--- src/rtl/assert_macros.svh ---
// Assertion macros shared by the RTL. Define ASSERT_OFF to drop them.
`ifndef ASSERT_MACROS_SVH
`define ASSERT_MACROS_SVH

`ifndef ASSERT_OFF

// Same-cycle implication.
`define ASSERT_IMPLIES(label, clk, rst_n, ante, cons, msg) \
    label: assert property (@(posedge clk) disable iff (!rst_n) (ante) |-> (cons)) \
        else $error(msg);

// Next-cycle implication.
`define ASSERT_NEXT(label, clk, rst_n, ante, cons, msg) \
    label: assert property (@(posedge clk) disable iff (!rst_n) (ante) |=> (cons)) \
        else $error(msg);

`else

`define ASSERT_IMPLIES(label, clk, rst_n, ante, cons, msg)
`define ASSERT_NEXT(label, clk, rst_n, ante, cons, msg)

`endif

`endif

--- src/rtl/rau_pkg.sv ---
package rau_pkg;

    localparam logic [1:0] CMD_ADD = 2'd0;
    localparam logic [1:0] CMD_SUB = 2'd1;
    localparam logic [1:0] CMD_MUL = 2'd2;
    localparam logic [1:0] CMD_DIV = 2'd3;

    localparam int PC_W = 5;
    typedef logic [PC_W-1:0] pc_t;

    typedef enum logic [3:0] {
        U_NOP,
        U_NUM_LOAD,
        U_NUM_ADD,
        U_NUM_SUB,
        U_DEN_LOAD,
        U_SETUP,
        U_GCD_STEP,
        U_DIV_INIT,
        U_DIV_STEP,
        U_OUT_OK,
        U_OUT_ERR
    } uop_t;

    typedef enum logic [1:0] {
        M_AN_BD,
        M_AD_BN,
        M_AN_BN,
        M_AD_BD
    } mul_sel_t;

    typedef enum logic [2:0] {
        C_NEXT,
        C_JUMP,
        C_DEN_ZERO,
        C_GCD_BUSY,
        C_DIV_BUSY
    } cond_t;

    typedef struct packed {
        uop_t     uop;
        mul_sel_t mul_sel;
        cond_t    cond;
        pc_t      target;
    } ctrl_t;

    typedef struct packed {
        logic den_zero;
        logic gcd_busy;
        logic div_busy;
        logic out_block;
    } status_t;

    // Microprogram entry points and labels
    localparam pc_t PC_ADD     = 5'd0;
    localparam pc_t PC_SUB     = 5'd4;
    localparam pc_t PC_MUL     = 5'd8;
    localparam pc_t PC_DIV     = 5'd11;
    localparam pc_t PC_SETUP   = 5'd14;
    localparam pc_t PC_GCD     = 5'd15;
    localparam pc_t PC_DIVINIT = 5'd16;
    localparam pc_t PC_DIVSTEP = 5'd17;
    localparam pc_t PC_OUT     = 5'd18;
    localparam pc_t PC_ERR     = 5'd19;

    function automatic ctrl_t uword(uop_t u, mul_sel_t m, cond_t c, pc_t t);
        ctrl_t w;
        w.uop     = u;
        w.mul_sel = m;
        w.cond    = c;
        w.target  = t;
        return w;
    endfunction

    function automatic pc_t entry_pc(logic [1:0] cmd);
        pc_t pc;
        unique case (cmd)
            CMD_ADD: pc = PC_ADD;
            CMD_SUB: pc = PC_SUB;
            CMD_MUL: pc = PC_MUL;
            CMD_DIV: pc = PC_DIV;
            default: pc = PC_ERR;
        endcase
        return pc;
    endfunction

    // Control store. The product register is loaded from the multiplier every
    // step, so each accumulate picks up the product issued on the step before.
    function automatic ctrl_t ucode_rom(pc_t pc);
        ctrl_t w;
        unique case (pc)
            // add
            5'd0:  w = uword(U_NOP,      M_AN_BD, C_NEXT,     PC_SETUP);
            5'd1:  w = uword(U_NUM_LOAD, M_AD_BN, C_NEXT,     PC_SETUP);
            5'd2:  w = uword(U_NUM_ADD,  M_AD_BD, C_NEXT,     PC_SETUP);
            5'd3:  w = uword(U_DEN_LOAD, M_AD_BD, C_JUMP,     PC_SETUP);
            // subtract
            5'd4:  w = uword(U_NOP,      M_AN_BD, C_NEXT,     PC_SETUP);
            5'd5:  w = uword(U_NUM_LOAD, M_AD_BN, C_NEXT,     PC_SETUP);
            5'd6:  w = uword(U_NUM_SUB,  M_AD_BD, C_NEXT,     PC_SETUP);
            5'd7:  w = uword(U_DEN_LOAD, M_AD_BD, C_JUMP,     PC_SETUP);
            // multiply
            5'd8:  w = uword(U_NOP,      M_AN_BN, C_NEXT,     PC_SETUP);
            5'd9:  w = uword(U_NUM_LOAD, M_AD_BD, C_NEXT,     PC_SETUP);
            5'd10: w = uword(U_DEN_LOAD, M_AD_BD, C_JUMP,     PC_SETUP);
            // divide
            5'd11: w = uword(U_NOP,      M_AN_BD, C_NEXT,     PC_SETUP);
            5'd12: w = uword(U_NUM_LOAD, M_AD_BN, C_NEXT,     PC_SETUP);
            5'd13: w = uword(U_DEN_LOAD, M_AD_BN, C_NEXT,     PC_SETUP);
            // common reduction
            5'd14: w = uword(U_SETUP,    M_AD_BD, C_DEN_ZERO, PC_ERR);
            5'd15: w = uword(U_GCD_STEP, M_AD_BD, C_GCD_BUSY, PC_GCD);
            5'd16: w = uword(U_DIV_INIT, M_AD_BD, C_NEXT,     PC_DIVSTEP);
            5'd17: w = uword(U_DIV_STEP, M_AD_BD, C_DIV_BUSY, PC_DIVSTEP);
            5'd18: w = uword(U_OUT_OK,   M_AD_BD, C_NEXT,     PC_OUT);
            5'd19: w = uword(U_OUT_ERR,  M_AD_BD, C_NEXT,     PC_ERR);
            default: w = uword(U_OUT_ERR, M_AD_BD, C_NEXT,    PC_ERR);
        endcase
        return w;
    endfunction

endpackage

--- src/rtl/rau_seq.sv ---
module rau_seq (
    input  logic              clk,
    input  logic              rst_n,
    input  logic              start,
    input  logic [1:0]        cmd,
    input  rau_pkg::status_t  status,
    output rau_pkg::ctrl_t    ctrl,
    output logic              busy
);
    import rau_pkg::*;

    typedef enum logic [1:0] {
        ST_IDLE = 2'b01,
        ST_RUN  = 2'b10
    } seq_state_t;

    seq_state_t state_reg, state_next;
    pc_t        upc_reg, upc_next;
    ctrl_t      word;
    logic       is_out;
    logic       stall;
    logic       take;

    assign word   = ucode_rom(upc_reg);
    assign is_out = (word.uop == U_OUT_OK) || (word.uop == U_OUT_ERR);
    // Hold the result step while the previous result is still unclaimed
    assign stall  = is_out && status.out_block;
    assign busy   = (state_reg == ST_RUN);

    always_comb
    begin
        unique case (word.cond)
            C_NEXT:     take = 1'b0;
            C_JUMP:     take = 1'b1;
            C_DEN_ZERO: take = status.den_zero;
            C_GCD_BUSY: take = status.gcd_busy;
            C_DIV_BUSY: take = status.div_busy;
            default:    take = 1'b0;
        endcase
    end

    always_comb
    begin
        state_next = state_reg;
        upc_next   = upc_reg;
        unique case (state_reg)
            ST_IDLE:
            begin
                if (start)
                begin
                    state_next = ST_RUN;
                    upc_next   = entry_pc(cmd);
                end
            end
            ST_RUN:
            begin
                if (!stall)
                begin
                    if (is_out)
                        state_next = ST_IDLE;
                    else if (take)
                        upc_next = word.target;
                    else
                        upc_next = PC_W'(upc_reg + 1'b1);
                end
            end
            default:
            begin
                state_next = ST_IDLE;
            end
        endcase
    end

    always_comb
    begin
        ctrl = word;
        if (!busy || stall)
            ctrl.uop = U_NOP;
    end

    always_ff @(posedge clk or negedge rst_n)
    begin
        if (!rst_n)
        begin
            state_reg <= ST_IDLE;
            upc_reg   <= PC_ADD;
        end
        else
        begin
            state_reg <= state_next;
            upc_reg   <= upc_next;
        end
    end

endmodule

--- src/rtl/rau_dp.sv ---
module rau_dp #(
    parameter int WIDTH = 16
) (
    input  logic                    clk,
    input  logic                    rst_n,
    input  logic                    load,
    input  logic signed [WIDTH-1:0] a_num,
    input  logic [WIDTH-2:0]        a_den,
    input  logic signed [WIDTH-1:0] b_num,
    input  logic [WIDTH-2:0]        b_den,
    input  rau_pkg::ctrl_t          ctrl,
    input  logic                    out_ready,
    output rau_pkg::status_t        status,
    output logic signed [31:0]      res_num,
    output logic [30:0]             res_den,
    output logic                    div_error,
    output logic                    out_valid
);
    import rau_pkg::*;

    localparam int PW = 2 * WIDTH;
    localparam int M  = PW - 1;
    localparam int KW = $clog2(M);
    localparam int XN = (M + 1 > 32) ? M + 1 : 32;
    localparam int XD = (M > 31) ? M : 31;

    logic signed [WIDTH-1:0] an_reg, an_next, bn_reg, bn_next;
    logic [WIDTH-2:0]        ad_reg, ad_next, bd_reg, bd_next;
    logic signed [PW-1:0]    p_reg, p_next;
    logic signed [PW-1:0]    num_reg, num_next, den_reg, den_next;
    logic [M-1:0]            x_reg, x_next, y_reg, y_next;
    logic [M-1:0]            m_reg, m_next, d_reg, d_next;
    logic [M-1:0]            g_reg, g_next;
    logic [KW-1:0]           k_reg, k_next, cnt_reg, cnt_next;
    logic                    neg_reg, neg_next;
    logic signed [31:0]      res_num_reg, res_num_next;
    logic [30:0]             res_den_reg, res_den_next;
    logic                    err_reg, err_next;
    logic                    out_valid_reg, out_valid_next;

    logic signed [WIDTH-1:0] opa, opb;
    logic signed [PW-1:0]    prod;
    logic [PW-1:0]           num_abs, den_abs;
    logic                    gcd_busy;
    logic [M-1:0]            diff_xy, diff_yx, gcd_val;
    logic [M:0]              rm_wide, rd_wide, rm_sub, rd_sub;
    logic                    rm_ge, rd_ge;
    logic [M-1:0]            rm_new, rd_new;
    logic signed [M:0]       num_s;
    logic signed [XN-1:0]    num_ext;
    logic [XD-1:0]           den_ext;

    // Shared multiplier: one product per step
    always_comb
    begin
        unique case (ctrl.mul_sel)
            M_AN_BD:
            begin
                opa = an_reg;
                opb = $signed({1'b0, bd_reg});
            end
            M_AD_BN:
            begin
                opa = $signed({1'b0, ad_reg});
                opb = bn_reg;
            end
            M_AN_BN:
            begin
                opa = an_reg;
                opb = bn_reg;
            end
            M_AD_BD:
            begin
                opa = $signed({1'b0, ad_reg});
                opb = $signed({1'b0, bd_reg});
            end
            default:
            begin
                opa = an_reg;
                opb = bn_reg;
            end
        endcase
    end

    assign prod = PW'(opa) * PW'(opb);

    assign num_abs = num_reg[PW-1] ? -num_reg : num_reg;
    assign den_abs = den_reg[PW-1] ? -den_reg : den_reg;

    // Binary gcd datapath
    assign gcd_busy = (x_reg != '0) && (y_reg != '0);
    assign diff_xy  = x_reg - y_reg;
    assign diff_yx  = y_reg - x_reg;
    assign gcd_val  = (x_reg | y_reg) << k_reg;

    // Two restoring-division lanes sharing the divisor
    assign rm_wide = {x_reg, m_reg[M-1]};
    assign rd_wide = {y_reg, d_reg[M-1]};
    assign rm_sub  = rm_wide - {1'b0, g_reg};
    assign rd_sub  = rd_wide - {1'b0, g_reg};
    assign rm_ge   = rm_wide >= {1'b0, g_reg};
    assign rd_ge   = rd_wide >= {1'b0, g_reg};
    assign rm_new  = rm_ge ? rm_sub[M-1:0] : rm_wide[M-1:0];
    assign rd_new  = rd_ge ? rd_sub[M-1:0] : rd_wide[M-1:0];

    // Apply sign and fit to the output field widths
    assign num_s   = neg_reg ? -$signed({1'b0, m_reg}) : $signed({1'b0, m_reg});
    assign num_ext = XN'(num_s);
    assign den_ext = XD'(d_reg);

    always_comb
    begin
        an_next        = an_reg;
        ad_next        = ad_reg;
        bn_next        = bn_reg;
        bd_next        = bd_reg;
        p_next         = prod;
        num_next       = num_reg;
        den_next       = den_reg;
        x_next         = x_reg;
        y_next         = y_reg;
        m_next         = m_reg;
        d_next         = d_reg;
        g_next         = g_reg;
        k_next         = k_reg;
        cnt_next       = cnt_reg;
        neg_next       = neg_reg;
        res_num_next   = res_num_reg;
        res_den_next   = res_den_reg;
        err_next       = err_reg;
        out_valid_next = out_valid_reg;

        if (out_ready)
            out_valid_next = 1'b0;

        if (load)
        begin
            an_next = a_num;
            ad_next = a_den;
            bn_next = b_num;
            bd_next = b_den;
        end

        unique case (ctrl.uop)
            U_NUM_LOAD: num_next = p_reg;
            U_NUM_ADD:  num_next = num_reg + p_reg;
            U_NUM_SUB:  num_next = num_reg - p_reg;
            U_DEN_LOAD: den_next = p_reg;
            U_SETUP:
            begin
                x_next   = num_abs[M-1:0];
                y_next   = den_abs[M-1:0];
                m_next   = num_abs[M-1:0];
                d_next   = den_abs[M-1:0];
                neg_next = num_reg[PW-1] ^ den_reg[PW-1];
                k_next   = '0;
            end
            U_GCD_STEP:
            begin
                if (gcd_busy)
                begin
                    priority if (!x_reg[0] && !y_reg[0])
                    begin
                        x_next = x_reg >> 1;
                        y_next = y_reg >> 1;
                        k_next = KW'(k_reg + 1'b1);
                    end
                    else if (!x_reg[0])
                        x_next = x_reg >> 1;
                    else if (!y_reg[0])
                        y_next = y_reg >> 1;
                    else if (x_reg >= y_reg)
                        x_next = diff_xy >> 1;
                    else
                        y_next = diff_yx >> 1;
                end
            end
            U_DIV_INIT:
            begin
                g_next   = gcd_val;
                x_next   = '0;
                y_next   = '0;
                cnt_next = '0;
            end
            U_DIV_STEP:
            begin
                x_next   = rm_new;
                y_next   = rd_new;
                m_next   = {m_reg[M-2:0], rm_ge};
                d_next   = {d_reg[M-2:0], rd_ge};
                cnt_next = KW'(cnt_reg + 1'b1);
            end
            U_OUT_OK:
            begin
                res_num_next   = num_ext[31:0];
                res_den_next   = den_ext[30:0];
                err_next       = 1'b0;
                out_valid_next = 1'b1;
            end
            U_OUT_ERR:
            begin
                res_num_next   = '0;
                res_den_next   = '0;
                err_next       = 1'b1;
                out_valid_next = 1'b1;
            end
            default:
            begin
            end
        endcase
    end

    always_ff @(posedge clk)
    begin
        an_reg      <= an_next;
        ad_reg      <= ad_next;
        bn_reg      <= bn_next;
        bd_reg      <= bd_next;
        p_reg       <= p_next;
        num_reg     <= num_next;
        den_reg     <= den_next;
        x_reg       <= x_next;
        y_reg       <= y_next;
        m_reg       <= m_next;
        d_reg       <= d_next;
        g_reg       <= g_next;
        k_reg       <= k_next;
        cnt_reg     <= cnt_next;
        neg_reg     <= neg_next;
        res_num_reg <= res_num_next;
        res_den_reg <= res_den_next;
        err_reg     <= err_next;
    end

    always_ff @(posedge clk or negedge rst_n)
    begin
        if (!rst_n)
            out_valid_reg <= 1'b0;
        else
            out_valid_reg <= out_valid_next;
    end

    assign status.den_zero  = (den_reg == '0);
    assign status.gcd_busy  = gcd_busy;
    assign status.div_busy  = (cnt_reg != KW'(M - 1));
    assign status.out_block = out_valid_reg && !out_ready;

    assign res_num   = res_num_reg;
    assign res_den   = res_den_reg;
    assign div_error = err_reg;
    assign out_valid = out_valid_reg;

endmodule

--- src/rtl/rational_arithmetic_unit_top.sv ---
// Rational arithmetic unit: combines a_num/a_den and b_num/b_den by cmd
// (add, subtract, multiply, divide) and returns the result in lowest terms,
// sign on res_num, res_den positive. Dividing by a zero numerator (or any
// zero denominator product) gives 0/0 with div_error set. One item is worked
// at a time; the next item is taken as soon as the current one has written
// its result register, even if that result has not yet been read. Each item
// forms its products on a single shared multiplier, then runs the binary
// gcd loop, whose length depends on the operands, and the bit-serial
// division by the gcd (one quotient bit a cycle, numerator and denominator
// lanes in parallel) before writing its result. A zero denominator product
// skips the reduction. A result left unclaimed holds the next item at its
// result step until the receiver takes it.
`include "assert_macros.svh"

module rational_arithmetic_unit_top #(
    parameter int WIDTH = 16
) (
    input  logic                    clk,
    input  logic                    rst_n,
    input  logic                    in_valid,
    output logic                    in_ready,
    input  logic [1:0]              cmd,
    input  logic signed [WIDTH-1:0] a_num,
    input  logic [WIDTH-2:0]        a_den,
    input  logic signed [WIDTH-1:0] b_num,
    input  logic [WIDTH-2:0]        b_den,
    output logic                    out_valid,
    input  logic                    out_ready,
    output logic signed [31:0]      res_num,
    output logic [30:0]             res_den,
    output logic                    div_error
);
    import rau_pkg::*;

    logic    busy;
    logic    start;
    ctrl_t   ctrl;
    status_t status;

    // Take a new item whenever the sequencer is parked
    assign in_ready = !busy;
    assign start    = in_valid && in_ready;

    // Microprogram sequencer: step counter, control store, jump logic
    rau_seq u_seq (
        .clk    (clk),
        .rst_n  (rst_n),
        .start  (start),
        .cmd    (cmd),
        .status (status),
        .ctrl   (ctrl),
        .busy   (busy)
    );

    // Datapath: operand latch, multiplier, accumulator, gcd, divider, result
    rau_dp #(
        .WIDTH (WIDTH)
    ) u_dp (
        .clk       (clk),
        .rst_n     (rst_n),
        .load      (start),
        .a_num     (a_num),
        .a_den     (a_den),
        .b_num     (b_num),
        .b_den     (b_den),
        .ctrl      (ctrl),
        .out_ready (out_ready),
        .status    (status),
        .res_num   (res_num),
        .res_den   (res_den),
        .div_error (div_error),
        .out_valid (out_valid)
    );

    // An accepted item keeps the unit busy on the following cycle
    `ASSERT_NEXT(a_busy_after_accept, clk, rst_n, start, !in_ready, "accepted item did not start")

    // A result step that issues lands in the output register and frees the input
    `ASSERT_NEXT(a_result_lands, clk, rst_n, ctrl.uop == U_OUT_OK || ctrl.uop == U_OUT_ERR, out_valid && in_ready, "result step lost")

    // An error result always reads 0/0
    `ASSERT_IMPLIES(a_error_zero, clk, rst_n, out_valid && div_error, res_num == 0 && res_den == 0, "error result not 0/0")

endmodule

--- config.mk ---
export PLATFORM = sky130hd
export DESIGN_NAME = rational_arithmetic_unit_top
export DESIGN_NICKNAME = d
export VERILOG_FILES = /design/src/rtl/rau_pkg.sv /design/src/rtl/rau_seq.sv /design/src/rtl/rau_dp.sv /design/src/rtl/rational_arithmetic_unit_top.sv
export VERILOG_INCLUDE_DIRS = /design/src /design/src/rtl
export SDC_FILE = /design/constraint.sdc
export NUM_CORES = 2
export LEC_CHECK = 0
export ABC_AREA = 1
export ABC_CLOCK_PERIOD_IN_PS = 8000
export BUFFER_PORTS_ARGS = -buffer_cell sky130_fd_sc_hd__buf_4
export CAP_MARGIN = 20
export CORE_AREA = 2 2 287 431
export CTS_CLUSTER_SIZE = 12
export DETAILED_ROUTE_END_ITERATION = 12
export DIE_AREA = 0 0 289 433
export GPL_ROUTABILITY_DRIVEN = 0
export HOLD_SLACK_MARGIN = 0.08
export MAX_ROUTING_LAYER = met4
export SLEW_MARGIN = 25
export SYNTH_ARGS = -nofsm -noshare
export SYNTH_HDL_FRONTEND = slang
export SYNTH_HIERARCHICAL = 1
export SYNTH_SLANG_ARGS = --single-unit
export TNS_END_PERCENT = 30
--- constraint.sdc ---
create_clock -name clk -period 8 [get_ports clk]
set_input_delay 0.8 -clock clk [delete_from_list [all_inputs] [get_ports clk]]
set_output_delay 0.8 -clock clk [all_outputs]
set_load 0.01 [all_outputs]
-- After elaboration in Yosys (flattened, before gate mapping)
Memory sizes are Yosys's and may differ from the RTL's.
Cells that the tools add are included.
- memory bits (read-only): 448
- bits of input ports: 68
- output and inout port bits: 66
- memories: 1
- flip-flop bits (word level): 396
- logic and storage cells: 157
- memories (name ; words ; width ; read ports ; clocked after Yosys merged registers in ; wr ports ; line ; text):
    (name not given) ; 32 ; 14 ; 1 ; 0 ; 0 ; rau_pkg.sv:91 ; unique case (pc)
- add/subtract/negate cells: 12
- bitwise logic cells: 2
- mux-type cells: 43
- shift-type cells: 1
- multiply operators: 1
- eq/ne operators: 35
- $lt $le $gt $ge: 3
- reductions and logical operators: 36
- operators by type and width (kind ; number):
    $mux 31 ; 14
    $pmux 31 s4 ; 2
    $pmux 31 s2 ; 3
    $sub 31x31->31 ; 4
    $pmux 32 s3 ; 1
    $ge 32x31->1 ; 2
    $pmux 16 s2 ; 2
    $pmux 32 s2 ; 1
    $neg 31->31 ; 2
    $reduce_bool 31->1 ; 2
    $add 32x32->32 ; 1
    $logic_not 32->1 ; 1
    $mul 16x16->32 ; 1
    $mux 32 ; 1
    $neg 31->32 ; 1
    $sub 32x32->32 ; 1
    $ge 31x31->1 ; 1
    $or 31x31->31 ; 1
    $shl 31x5->31 ; 1
    $mux 5 ; 6
    $pmux 5 s2 ; 3
    $eq 4x4->1 const B ; 5
    $pmux 5 s4 ; 1
    $eq 4x3->1 const B ; 4
    other kinds (31) ; 72

-- Depth between registers and ports, before layout
An unclocked memory read counts as a cell.
- depth in word-level cells: 9
- depth in mapped cells: 35
- depth with buffers taken out: 35

-- Cells and area by module
The synthesis kept the hierarchy.
- modules (own cells, without submodules) (module ; seq. area each (um^2) ; cells each ; area each (um^2) ; instances):
    rau_dp ; 11355.9 ; 5616 ; 41289.6 ; 1
    rau_seq ; 176.4 ; 148 ; 923.4 ; 1
    rational_arithmetic_unit_top ; 0.0 ; 3 ; 13.8 ; 1

-- Worst setup path after synthesis
OpenSTA, ideal clock, no wires.
- path kind: register to register
- start: reg u_seq.upc_reg[0]
- end: reg u_dp.p_reg[27]
- required time: 7.880 ns
- path buffers: 1
- arrival time: 6.967 ns
- clock period less this slack: 7.087 ns
- library setup time: 0.120 ns
- stages on the path, launching flop included: 27
- setup slack: 0.913 ns
- cell sequence: dfrtp_1 > inv_1 > ha_1 > o21ai_0 > o211ai_1 > ha_1 > clkbuf_1 > o21ai_1 > inv_1 > nor2_1 > fa_1 > fa_1 > fa_1 > fa_1 > fa_1 > inv_1 > fa_1 > inv_1 > ha_1 > nand2_1 > nor2_1 > inv_1 > nor2_1 > nand4_1 > nand3_1 > a21oi_1 > xnor2_1
- RTL lines (element ; line ; text):
    start, declared ; rau_seq.sv:18 ; pc_t upc_reg, upc_next;
    start signal, assigned ; rau_seq.sv:91 ; upc_reg <= upc_next;
    end signal, assigned ; rau_dp.sv:219 ; p_reg <= p_next;
    end, declared ; rau_dp.sv:29 ; logic signed [PW-1:0] p_reg, p_next;

==> impl_metrics.json <==
{
  "cp_num_buf_inv": 7,
  "grt_max_degree": 73,
  "placed_cell_area_um2": 45200,
  "syn_to_final_growth_pct": 10.8,
  "cp_slowest_cell": "fa_1",
  "yosysWarnings": 6,
  "cap_violations": 0,
  "syn_area_um2": 42200,
  "cts_root_buffer": "clkbuf_16",
  "syn_inst": 5764,
  "postLayoutCellArea_um2": 46800,
  "max_slew.worst_pin.slew_ps": 1000,
  "cts.sink_count": 396,
  "via_per_inst": 5.26,
  "rsz0062_at_grt": "false",
  "clk_pin_slew_ps": 60,
  "relSlewSlack_pct": 33.1,
  "cts_tree": "yes",
  "finalWorstPathRequiredPeriod_ps": 7540,
  "fin_ws_ps": 457,
  "postSynthAreaPerCell_um2": 7.32,
  "fin_crit_sh_pct": 94.3,
  "worstPathRequired_ps": 8500,
  "dieWidth_um": 289,
  "wire_per_inst_um": 21.3,
  "synth.net_count": 6382,
  "place_hpwl_um": 130000,
  "slowest_delay_ps": 640,
  "grt_overflow_total": 0,
  "hold_viol": 0,
  "layout.nets": 6504,
  "antenna_found_initial": 4,
  "min_path_type": "input port to flop",
  "fmax_ghz": 0.133,
  "grt_pass1_vias": 39534,
  "vias": 39570,
  "slew_viol_final": 0,
  "start_util_pct": 34.8,
  "setup_viol_count_final": 0,
  "crit_path_start_kind": "flop",
  "cp_data_arrival_time_ps": 8050,
  "path_common_cell": "fa_1",
  "cp_top_family": "adder cells",
  "io_buffer_count": 133,
  "pin_count": 134,
  "die_y_um": 433,
  "drc_errors": 0,
  "critPathKind": "flop to flop",
  "drive_gt1_share_pct": 7.36,
  "worstSkewPairLatency_ps": 640,
  "reg2reg_slack_ps": 460,
  "clock_path_buffers": 3,
  "pre_cts_ws_ps": 145,
  "status": "finished clean",
  "htreeDepth": 2,
  "finalSetupTns_ps": 0,
  "drt_iter0_drc": 3539,
  "numCtsBuffers": 46,
  "rows": 157,
  "fill_cells": 12930,
  "grt_pass1_wl_um": 237000,
  "core-area_um2": 121000,
  "ant_nets": 0,
  "fin_skew_ps": 34.4,
  "end_kind": "flop",
  "cp_max_fo": 30,
  "die-area_um2": 125000,
  "drt-pass1-iter-count": 8,
  "finalWirelength_um": 160000,
  "grtUsageTotal_pct": 26.3
}
## routing by layer
layer  global-route usage (%)  vias to the layer above  share of wire (%)
met2                     45.0                     1738                 49
met5                        -                        -                  0
li1                         -                    18619                  -
met4                     23.1                        0                 11
met1                     25.6                    18496                 34
met3                     4.05                      717                6.2
## cell usage in the layout (no fill, tap or decap), types with 29 or more instances in the layout
cell       count
nor2_1       680
o211ai_1      35
nand2_1     1425
a21oi_1      241
dfxtp_1       32
edfxtp_1     356
o21ai_0      348
ha_1         283
fa_1         267
inv_1        973
xnor2_1       65
clkbuf_16     50
o21bai_1      29
nand4_1       91
nor3_1        45
buf_4        202
nand3_1      308
xor2_1       131
nand2_2       29
## worst paths after layout
kind | startpoint | end | cells past startpoint
min in group asynchronous | rst_n | u_seq/state_reg[1]$_DFFE_PN0P_ | 2
hold / removal | a_den[7] | u_dp/ad_reg[7]$_DFFE_PP_ | 1
setup reg to reg | u_seq/upc_reg[0]$_DFFE_PN0P_ | u_dp/p_reg[27]$_DFF_P_ | 28
max in group asynchronous | rst_n | u_seq/state_reg[0]$_DFFE_PN1P_ | 2
hold reg to reg | u_dp/p_reg[31]$_DFF_P_ | u_dp/den_reg[31]$_DFFE_PN_ | 0
setup / recovery | u_seq/upc_reg[0]$_DFFE_PN0P_ | u_dp/p_reg[27]$_DFF_P_ | 28
## through the flow
stage | hold slack (ps) | instances | util, %
floorplan | 431 | 5764 | -
global placement | 499 | 7424 | 37.2
detailed placement | 503 | 7424 | 37.2
CTS | 301 | 7511 | 38.5
global route | 318 | 7516 | 38.5
finish | 345 | 7517 | 38.5
## layout make-up
class / instances / area [um2] / area share [%]
Antenna cell: 3 / 7.51 / 0.0161
Clock inverter: 19 / 155 / 0.332
Inverter: 1008 / 3800 / 8.12
Multi-Input combinational cell: 4229 / 26400 / 56.4
Clock buffer: 67 / 1350 / 2.88
Tap cell: 1590 / 1990 / 4.25
Sequential cell: 396 / 11500 / 24.7
Timing Repair Buffer: 205 / 1560 / 3.33
## what timing repair did
item / 4_1_cts / 5_1_grt
hold buffers: 1 / 0
hold endpoints to repair: 7 / 0
endpoints found under the setup margin: 0 / 17
gates resized for setup: 0 / 23
buffers inserted: 0 / 3
Power is left out: the tool's default activity adds up to more than one toggle a clock period on the data nets, which glitch-free logic cannot reach.
